--- config.mk ---
export PLATFORM = sky130hd
export DESIGN_NAME = bresenham_line_stepper
export DESIGN_NICKNAME = d
export VERILOG_FILES = /design/src/rtl/bls_pkg.sv /design/src/rtl/bls_core.sv /design/src/rtl/bresenham_line_stepper.sv
export SDC_FILE = /design/constraint.sdc
export NUM_CORES = 1
export LEC_CHECK = 0
export BUFFER_PORTS_ARGS = -buffer_cell sky130_fd_sc_hd__buf_2
export CAP_MARGIN = 15
export CORE_MARGIN = 1.5
export CORE_UTILIZATION = 45
export CTS_CLUSTER_DIAMETER = 100
export CTS_CLUSTER_SIZE = 14
export DETAILED_ROUTE_END_ITERATION = 16
export HOLD_SLACK_MARGIN = 0.12
export PLACE_DENSITY = 0.61
export SETUP_SLACK_MARGIN = 0.05
export SLEW_MARGIN = 10
export SYNTH_ARGS = -nofsm -noshare
export SYNTH_HDL_FRONTEND = slang
export SYNTH_SLANG_ARGS = --single-unit
--- constraint.sdc ---
create_clock -name aclk -period 8.1 [get_ports aclk]
set_clock_uncertainty 0.1 [all_clocks]
set_input_delay 0.405 -clock aclk [delete_from_list [all_inputs] [get_ports aclk]]
set_output_delay 0.405 -clock aclk [all_outputs]
set_load 0.05 [all_outputs]
--- src/rtl/bls_pkg.sv ---
package bls_pkg;

    // Raster coordinate width and derived datapath widths
    localparam int unsigned COORD_BITS = 7;
    localparam int unsigned DELTA_BITS = COORD_BITS + 1;   // doubled deltas
    localparam int unsigned ERR_BITS   = COORD_BITS + 3;   // signed decision term
    localparam int unsigned COLOR_BITS = 8;
    localparam int unsigned VALUE_BITS = 4;

    typedef logic [COORD_BITS-1:0] coord_t;
    typedef logic [DELTA_BITS-1:0] delta_t;
    typedef logic signed [ERR_BITS-1:0] err_t;
    typedef logic [COLOR_BITS-1:0] color_t;
    typedef logic [VALUE_BITS-1:0] value_t;

    // Beat kinds on the input channel
    typedef enum logic {
        KIND_START   = 1'b0,
        KIND_ADVANCE = 1'b1
    } kind_t;

    // Accepted input beat
    typedef struct packed {
        kind_t  kind;
        coord_t x_start;
        coord_t y_start;
        coord_t x_end;
        coord_t y_end;
        color_t color;
    } in_beat_t;

    // One emitted pixel
    typedef struct packed {
        coord_t pixel_x;
        coord_t pixel_y;
        value_t pixel_value;
        logic   last;
    } pixel_t;

endpackage

--- src/rtl/bls_core.sv ---
module bls_core
    import bls_pkg::*;
(
    input  logic     aclk,
    input  logic     aresetn,
    input  logic     fire,
    input  in_beat_t beat,
    output logic     has_pixel,
    output pixel_t   pixel
);

    // x mod 13 by reciprocal: floor(x * 79 / 1024) is exact for 8-bit x
    localparam int unsigned MOD_RECIP  = 79;
    localparam int unsigned MOD_SHIFT  = 10;
    localparam int unsigned VALUE_MOD  = 13;
    localparam int unsigned VALUE_BIAS = 3;
    localparam int unsigned PROD_BITS  = COLOR_BITS + 7;
    localparam int unsigned QUO_BITS   = PROD_BITS - MOD_SHIFT;
    localparam int unsigned ERR_PAD    = ERR_BITS - DELTA_BITS;
    localparam int unsigned ADX_PAD    = ERR_BITS - COORD_BITS;

    // Line state
    coord_t cur_x_reg, cur_y_reg, target_x_reg, target_y_reg;
    delta_t twice_dx_reg, twice_dy_reg;
    err_t   err_reg;
    logic   x_dec_reg, y_dec_reg, x_major_reg, active_reg;
    value_t held_value_reg;

    coord_t cur_x_next, cur_y_next, target_x_next, target_y_next;
    delta_t twice_dx_next, twice_dy_next;
    err_t   err_next;
    logic   x_dec_next, y_dec_next, x_major_next, active_next;
    value_t held_value_next;

    logic [PROD_BITS-1:0]  color_prod;
    logic [QUO_BITS-1:0]   color_quo;
    logic [COLOR_BITS-1:0] color_rem;
    coord_t adx, ady;
    err_t   dx_ext, dy_ext, err_after;
    logic   fin;

    function automatic coord_t step_coord(input coord_t c, input logic down);
        step_coord = down ? coord_t'(c - 1'b1) : coord_t'(c + 1'b1);
    endfunction

    // Pixel value from the colour code
    always_comb begin
        color_prod = PROD_BITS'(beat.color) * PROD_BITS'(MOD_RECIP);
        color_quo  = color_prod[PROD_BITS-1:MOD_SHIFT];
        color_rem  = beat.color - COLOR_BITS'(color_quo * COLOR_BITS'(VALUE_MOD));
    end

    // Start setup and one Bresenham step
    always_comb begin
        cur_x_next      = cur_x_reg;
        cur_y_next      = cur_y_reg;
        target_x_next   = target_x_reg;
        target_y_next   = target_y_reg;
        twice_dx_next   = twice_dx_reg;
        twice_dy_next   = twice_dy_reg;
        err_next        = err_reg;
        x_dec_next      = x_dec_reg;
        y_dec_next      = y_dec_reg;
        x_major_next    = x_major_reg;
        held_value_next = held_value_reg;
        adx             = '0;
        ady             = '0;
        dx_ext          = signed'({{ERR_PAD{1'b0}}, twice_dx_reg});
        dy_ext          = signed'({{ERR_PAD{1'b0}}, twice_dy_reg});
        err_after       = err_reg;

        if (beat.kind == KIND_START) begin
            x_dec_next    = beat.x_end < beat.x_start;
            y_dec_next    = beat.y_end < beat.y_start;
            adx           = x_dec_next ? coord_t'(beat.x_start - beat.x_end)
                                       : coord_t'(beat.x_end - beat.x_start);
            ady           = y_dec_next ? coord_t'(beat.y_start - beat.y_end)
                                       : coord_t'(beat.y_end - beat.y_start);
            twice_dx_next = {adx, 1'b0};
            twice_dy_next = {ady, 1'b0};
            x_major_next  = adx > ady;
            if (x_major_next) begin
                err_next = signed'({{ERR_PAD{1'b0}}, twice_dy_next})
                         - signed'({{ADX_PAD{1'b0}}, adx});
            end else begin
                err_next = signed'({{ERR_PAD{1'b0}}, twice_dx_next})
                         - signed'({{ADX_PAD{1'b0}}, ady});
            end
            held_value_next = (beat.color == '0) ? value_t'(1)
                : value_t'(color_rem[VALUE_BITS-1:0] + VALUE_BITS'(VALUE_BIAS));
            cur_x_next    = beat.x_start;
            cur_y_next    = beat.y_start;
            target_x_next = beat.x_end;
            target_y_next = beat.y_end;
        end else if (x_major_reg) begin
            if (!err_reg[ERR_BITS-1]) begin
                cur_y_next = step_coord(cur_y_reg, y_dec_reg);
                err_after  = err_reg - dx_ext;
            end
            cur_x_next = step_coord(cur_x_reg, x_dec_reg);
            err_next   = err_after + dy_ext;
        end else begin
            if (!err_reg[ERR_BITS-1]) begin
                cur_x_next = step_coord(cur_x_reg, x_dec_reg);
                err_after  = err_reg - dy_ext;
            end
            cur_y_next = step_coord(cur_y_reg, y_dec_reg);
            err_next   = err_after + dx_ext;
        end

        fin = x_major_next ? (cur_x_next == target_x_next)
                           : (cur_y_next == target_y_next);

        has_pixel   = (beat.kind == KIND_START) || active_reg;
        active_next = has_pixel ? !fin : active_reg;

        pixel.pixel_x     = cur_x_next;
        pixel.pixel_y     = cur_y_next;
        pixel.pixel_value = held_value_next;
        pixel.last        = fin;
    end

    // State update on each accepted beat that does work
    always_ff @(posedge aclk) begin
        if (!aresetn) begin
            cur_x_reg      <= '0;
            cur_y_reg      <= '0;
            target_x_reg   <= '0;
            target_y_reg   <= '0;
            twice_dx_reg   <= '0;
            twice_dy_reg   <= '0;
            err_reg        <= '0;
            x_dec_reg      <= 1'b0;
            y_dec_reg      <= 1'b0;
            x_major_reg    <= 1'b0;
            active_reg     <= 1'b0;
            held_value_reg <= value_t'(1);
        end else if (fire && has_pixel) begin
            cur_x_reg      <= cur_x_next;
            cur_y_reg      <= cur_y_next;
            target_x_reg   <= target_x_next;
            target_y_reg   <= target_y_next;
            twice_dx_reg   <= twice_dx_next;
            twice_dy_reg   <= twice_dy_next;
            err_reg        <= err_next;
            x_dec_reg      <= x_dec_next;
            y_dec_reg      <= y_dec_next;
            x_major_reg    <= x_major_next;
            active_reg     <= active_next;
            held_value_reg <= held_value_next;
        end
    end

endmodule

--- src/rtl/bresenham_line_stepper.sv ---
// Channel  Ports                                           Dir  Beat
// -------  ----------------------------------------------  ---  ---------------------------
// input    s_valid s_ready s_kind s_x_start s_y_start       in   start a line or advance it
//          s_x_end s_y_end s_color
// result   m_valid m_ready m_pixel_x m_pixel_y              out  one pixel, last on endpoint
//          m_pixel_value m_last
//
// One beat per clock while s_ready is high: each accepted beat is stepped combinationally
// from the line state registers into the result register, or into the skid entry.
// A two-entry output buffer (result register plus skid) keeps s_ready high while one
// finished pixel waits; s_ready drops only when both entries are full.
// Reset (aresetn low, synchronous) ends any line in progress and empties the buffer.
// An advance beat with no line in progress is accepted and produces no pixel.
module bresenham_line_stepper
    import bls_pkg::*;
(
    input  logic                  aclk,
    input  logic                  aresetn,
    input  logic                  s_valid,
    output logic                  s_ready,
    input  logic                  s_kind,
    input  logic [COORD_BITS-1:0] s_x_start,
    input  logic [COORD_BITS-1:0] s_y_start,
    input  logic [COORD_BITS-1:0] s_x_end,
    input  logic [COORD_BITS-1:0] s_y_end,
    input  logic [COLOR_BITS-1:0] s_color,
    output logic                  m_valid,
    input  logic                  m_ready,
    output logic [COORD_BITS-1:0] m_pixel_x,
    output logic [COORD_BITS-1:0] m_pixel_y,
    output logic [VALUE_BITS-1:0] m_pixel_value,
    output logic                  m_last
);

    in_beat_t beat;
    pixel_t   pixel;
    logic     has_pixel, fire, push, pop;

    logic   out_valid_reg, out_valid_next;
    logic   skid_valid_reg, skid_valid_next;
    pixel_t out_reg, out_next;
    pixel_t skid_reg, skid_next;

    assign beat.kind    = kind_t'(s_kind);
    assign beat.x_start = s_x_start;
    assign beat.y_start = s_y_start;
    assign beat.x_end   = s_x_end;
    assign beat.y_end   = s_y_end;
    assign beat.color   = s_color;

    assign s_ready = !skid_valid_reg;
    assign fire    = s_valid && s_ready;

    bls_core u_core (
        .aclk      (aclk),
        .aresetn   (aresetn),
        .fire      (fire),
        .beat      (beat),
        .has_pixel (has_pixel),
        .pixel     (pixel)
    );

    assign push = fire && has_pixel;
    assign pop  = out_valid_reg && m_ready;

    // Result register with skid entry
    always_comb begin
        out_valid_next  = out_valid_reg;
        skid_valid_next = skid_valid_reg;
        out_next        = out_reg;
        skid_next       = skid_reg;
        if (pop) begin
            if (skid_valid_reg) begin
                out_next        = skid_reg;
                skid_valid_next = 1'b0;
            end else if (push) begin
                out_next = pixel;
            end else begin
                out_valid_next = 1'b0;
            end
        end else if (push) begin
            if (out_valid_reg) begin
                skid_next       = pixel;
                skid_valid_next = 1'b1;
            end else begin
                out_next       = pixel;
                out_valid_next = 1'b1;
            end
        end
    end

    always_ff @(posedge aclk) begin
        if (!aresetn) begin
            out_valid_reg  <= 1'b0;
            skid_valid_reg <= 1'b0;
        end else begin
            out_valid_reg  <= out_valid_next;
            skid_valid_reg <= skid_valid_next;
        end
        out_reg  <= out_next;
        skid_reg <= skid_next;
    end

    assign m_valid       = out_valid_reg;
    assign m_pixel_x     = out_reg.pixel_x;
    assign m_pixel_y     = out_reg.pixel_y;
    assign m_pixel_value = out_reg.pixel_value;
    assign m_last        = out_reg.last;

`ifndef ASSERT_OFF
    // Skid entry is only ever occupied behind a full result register
    a_skid_behind_out: assert property (@(posedge aclk) disable iff (!aresetn)
        skid_valid_reg |-> out_valid_reg)
        else $error("skid entry valid with empty result register");

    // Skid fills only when the result register was stalled
    a_skid_fill_on_stall: assert property (@(posedge aclk) disable iff (!aresetn)
        $rose(skid_valid_reg) |-> $past(out_valid_reg && !m_ready))
        else $error("skid filled without an output stall");

    // Draining a full buffer moves the skid beat forward and frees the skid
    a_skid_drain: assert property (@(posedge aclk) disable iff (!aresetn)
        (skid_valid_reg && m_ready) |=> (out_valid_reg && !skid_valid_reg
            && out_reg == $past(skid_reg)))
        else $error("skid beat not forwarded on drain");
`endif

endmodule
==> metrics <==
Initial Utilization=45.6%; GRT overflow=0; period utilization=74.5%; top post-synthesis cells by area=ha_1 (16%), dfxtp_1 (13%), edfxtp_1 (12%); top-count cell post-synth=inv_1; largest net degree at the start of global routing=57; drt pass-1 iters=5; final wirelength=22,800 um; Final Setup Violations=0; run status=completed; synthesized netlist cell count=1,114; Slew headroom=27.1%; CP endpoint kind=flop; DP Wirelength=17,800 um; final hold viol count=0; post-synth top area cell=ha_1; routability cong.=0.841; CTS clk-pin slew, worst paths=0.08 ns; row cnt=53; Post-synth EDFFs=38; Ports=62; PwrDens=265 nW/um^2; Worst Setup SP=s_color[4]; ANT nets after route=0; Power, Total=0.00275 W; Post-CTS Setup Bufs=0; R2R depth=16; Post-synth top flop=dfxtp_1; Max Clock Freq=166 MHz; Register Area=2360 um^2; Netlist cell types=75; Vert. Die Dim=149 um; Largest register FFs=19; Area growth, synth to finish=8.46%; fin crit period=6.04 ns; maxcap violations=0; Syn Area/Cell=8.58 um^2; die area=22,100 um^2; Final #Nets=1,340; Reg2Reg Capture Point=u_core.err_reg[8]; Post-Syn Area=9560 um^2; RR Startpoint=u_core.twice_dy_reg[1]; Synth Net Count=1,304; Seq cells post-synth=99; Synth top cells by count=inv_1 (129), ha_1 (122), nand2_1 (116); Initial DRC Count=357; share of the yosys chip area belonging to registers=24.7%; H-tree depth=3; Peak VDD IR=146 uV; share of layout cells above drive strength 1=11.4%; RSZ-0062 raised after global routing=false; port bufs=61; total track usage=21.2%; initial antenna violation count=0; startpoint types=primary input; Clock Sinks=99; CP max FO=5; worst path arrival time=6.16 ns; Core Util, Final=49.5%; Clock Path Buffers=2; Min-Delay Path Class=primary input to flop; max-slew violations=0; Die Width=149 um; Core Box Area=21,000 um^2; CP required=8.22 ns; Crit Path Class=primary input to flop; ANT cells=0; Yosys Warn Count=0; CTS tree=yes; Avg WL per Cell=16.0 um; total CTS buffers=9; area share of the largest cell type after synthesis=16.0%; vias in the first global route=7,252; area of the multi-input gates=6520 um^2; via count=7,777; fillers=2,093; CTS Root Cell=clkbuf_16; LEAKAGE=4.56 nW; latest clock arrival within the worst-skew pair=0.35 ns; end point of the critical path=m_pixel_value[3]; Least-Margin Pin Slew=1.09 ns; Via density=5.44; post-cts hold buffer count=0; Final TNS setup=0 ns; Synth async-reset ratio=0%; reg2reg setup slack=4.50 ns; Gates resized, CTS repair=0; DRC=0; first-pass GRT wire length=37,200 um
layer usage:
layer / global-route usage, % / vias to the layer above / share of wire [%]
met5: 0 / - / 0
met4: 4.21 / 0 / 1.3
met2: 34.5 / 138 / 46
met3: 2.60 / 22 / 3.9
li1: - / 3990 / -
met1: 30.3 / 3627 / 49
cell usage in the layout, fill, tap and decap left out, types with 4 or more instances in the layout:
| master | instances |
|---|---|
| nand3_1 | 29 |
| xor2_1 | 26 |
| nor4_1 | 8 |
| a21o_1 | 22 |
| a211oi_1 | 29 |
| and3_1 | 4 |
| nand2b_1 | 9 |
| mux2i_1 | 29 |
| nor3b_1 | 7 |
| o211ai_1 | 16 |
| buf_4 | 8 |
| nor3_1 | 15 |
| fa_1 | 27 |
| inv_1 | 128 |
| a21oi_1 | 87 |
| edfxtp_1 | 38 |
| nand2_1 | 116 |
| o21ai_1 | 4 |
| clkbuf_16 | 9 |
| ha_1 | 122 |
| buf_2 | 61 |
| a21boi_1 | 4 |
| xnor2_1 | 46 |
| nor2_1 | 61 |
| o21ai_0 | 43 |
| nand4_1 | 4 |
| or3_1 | 7 |
| mux2_2 | 15 |
| o21bai_1 | 6 |
| dfxtp_1 | 61 |
| o31ai_1 | 4 |
| o21a_1 | 6 |
| nor2b_1 | 11 |
| a31oi_1 | 11 |
layout make-up:
| type | count | area share, % |
|---|---|---|
| inverter | 129 | 4.67 |
| clock buffer | 9 | 2.17 |
| sequential | 99 | 22.8 |
| tap | 275 | 3.32 |
| timing repair buffer | 69 | 3.52 |
| multi-input combinational | 842 | 62.9 |
| clock inverter | 7 | 0.676 |
worst min-delay path by stage:
stage	start	endpoint	slack, ns	cells past startpoint
6_report	m_ready	skid_valid_reg	0.19	2
5_1_grt	m_ready	skid_valid_reg	0.21	2
4_1_cts	m_ready	skid_valid_reg	0.18	2
3_5_place_dp	u_core.held_value_reg[2]	u_core.held_value_reg[2]	0.35	2
3_3_place_gp	u_core.held_value_reg[2]	u_core.held_value_reg[2]	0.34	2
2_1_floorplan	u_core.target_y_reg[4]	u_core.target_y_reg[4]	0.34	2
logic make-up (layout without fill, tap and decap cells):
family                   Yosys count  after routing  share of synthesized area, %
AND/OR/NAND/NOR                  296            296                          14.9
AO/OA/AOI/OAI                    274            274                          18.8
buffers and inverters            173            214                          7.21
adder cells (fa/ha/maj)          149            149                          21.6
flip-flops                        99             99                          24.7
XOR/XNOR                          75             75                          7.36
multiplexers                      48             48                          5.41
metrics by stage:
step / std cells / worst slack, ns / hold slack (ns) / instance area (um^2)
after global routing: 1430 / 1.72 / 0.212 / 10400
after CTS: 1430 / 2.04 / 0.179 / 10400
after floorplan: 1114 / 2.18 / 0.336 / 9560
after detailed placement: 1414 / 1.70 / 0.349 / 10100
final: 1430 / 2.06 / 0.187 / 10400
after global placement: 1414 / 1.83 / 0.344 / 10100
critical path: stages:
cell	delay, ns
buf_2	0.12
inv_1	0.12
fa_1	0.54
inv_1	0.04
ha_1	0.26
inv_1	0.05
fa_1	0.49
fa_1	0.51
inv_1	0.04
ha_1	0.26
and3_1	0.14
o211ai_1	0.12
a21boi_1	0.33
o21a_1	0.17
nor2_1	0.05
xnor2_1	0.15
ha_1	0.25
ha_1	0.27
ha_1	0.27
inv_1	0.04
ha_1	0.19
xor2_1	0.16
xnor2_1	0.22
xnor2_1	0.17
xnor3_1	0.37
o31ai_2	0.22
mux2_2	0.19
power by group:
part	switching, W	leakage [nW]	total, W	internal (W)
Combinational	0.000921	3.56	0.00168	0.000756
Sequential	0.0000449	0.853	0.000638	0.000593
Clock	0.000213	0.147	0.000431	0.000218
Total	0.00118	4.56	0.00275	0.00157
Note: power is estimated with default switching activity, not from simulation.
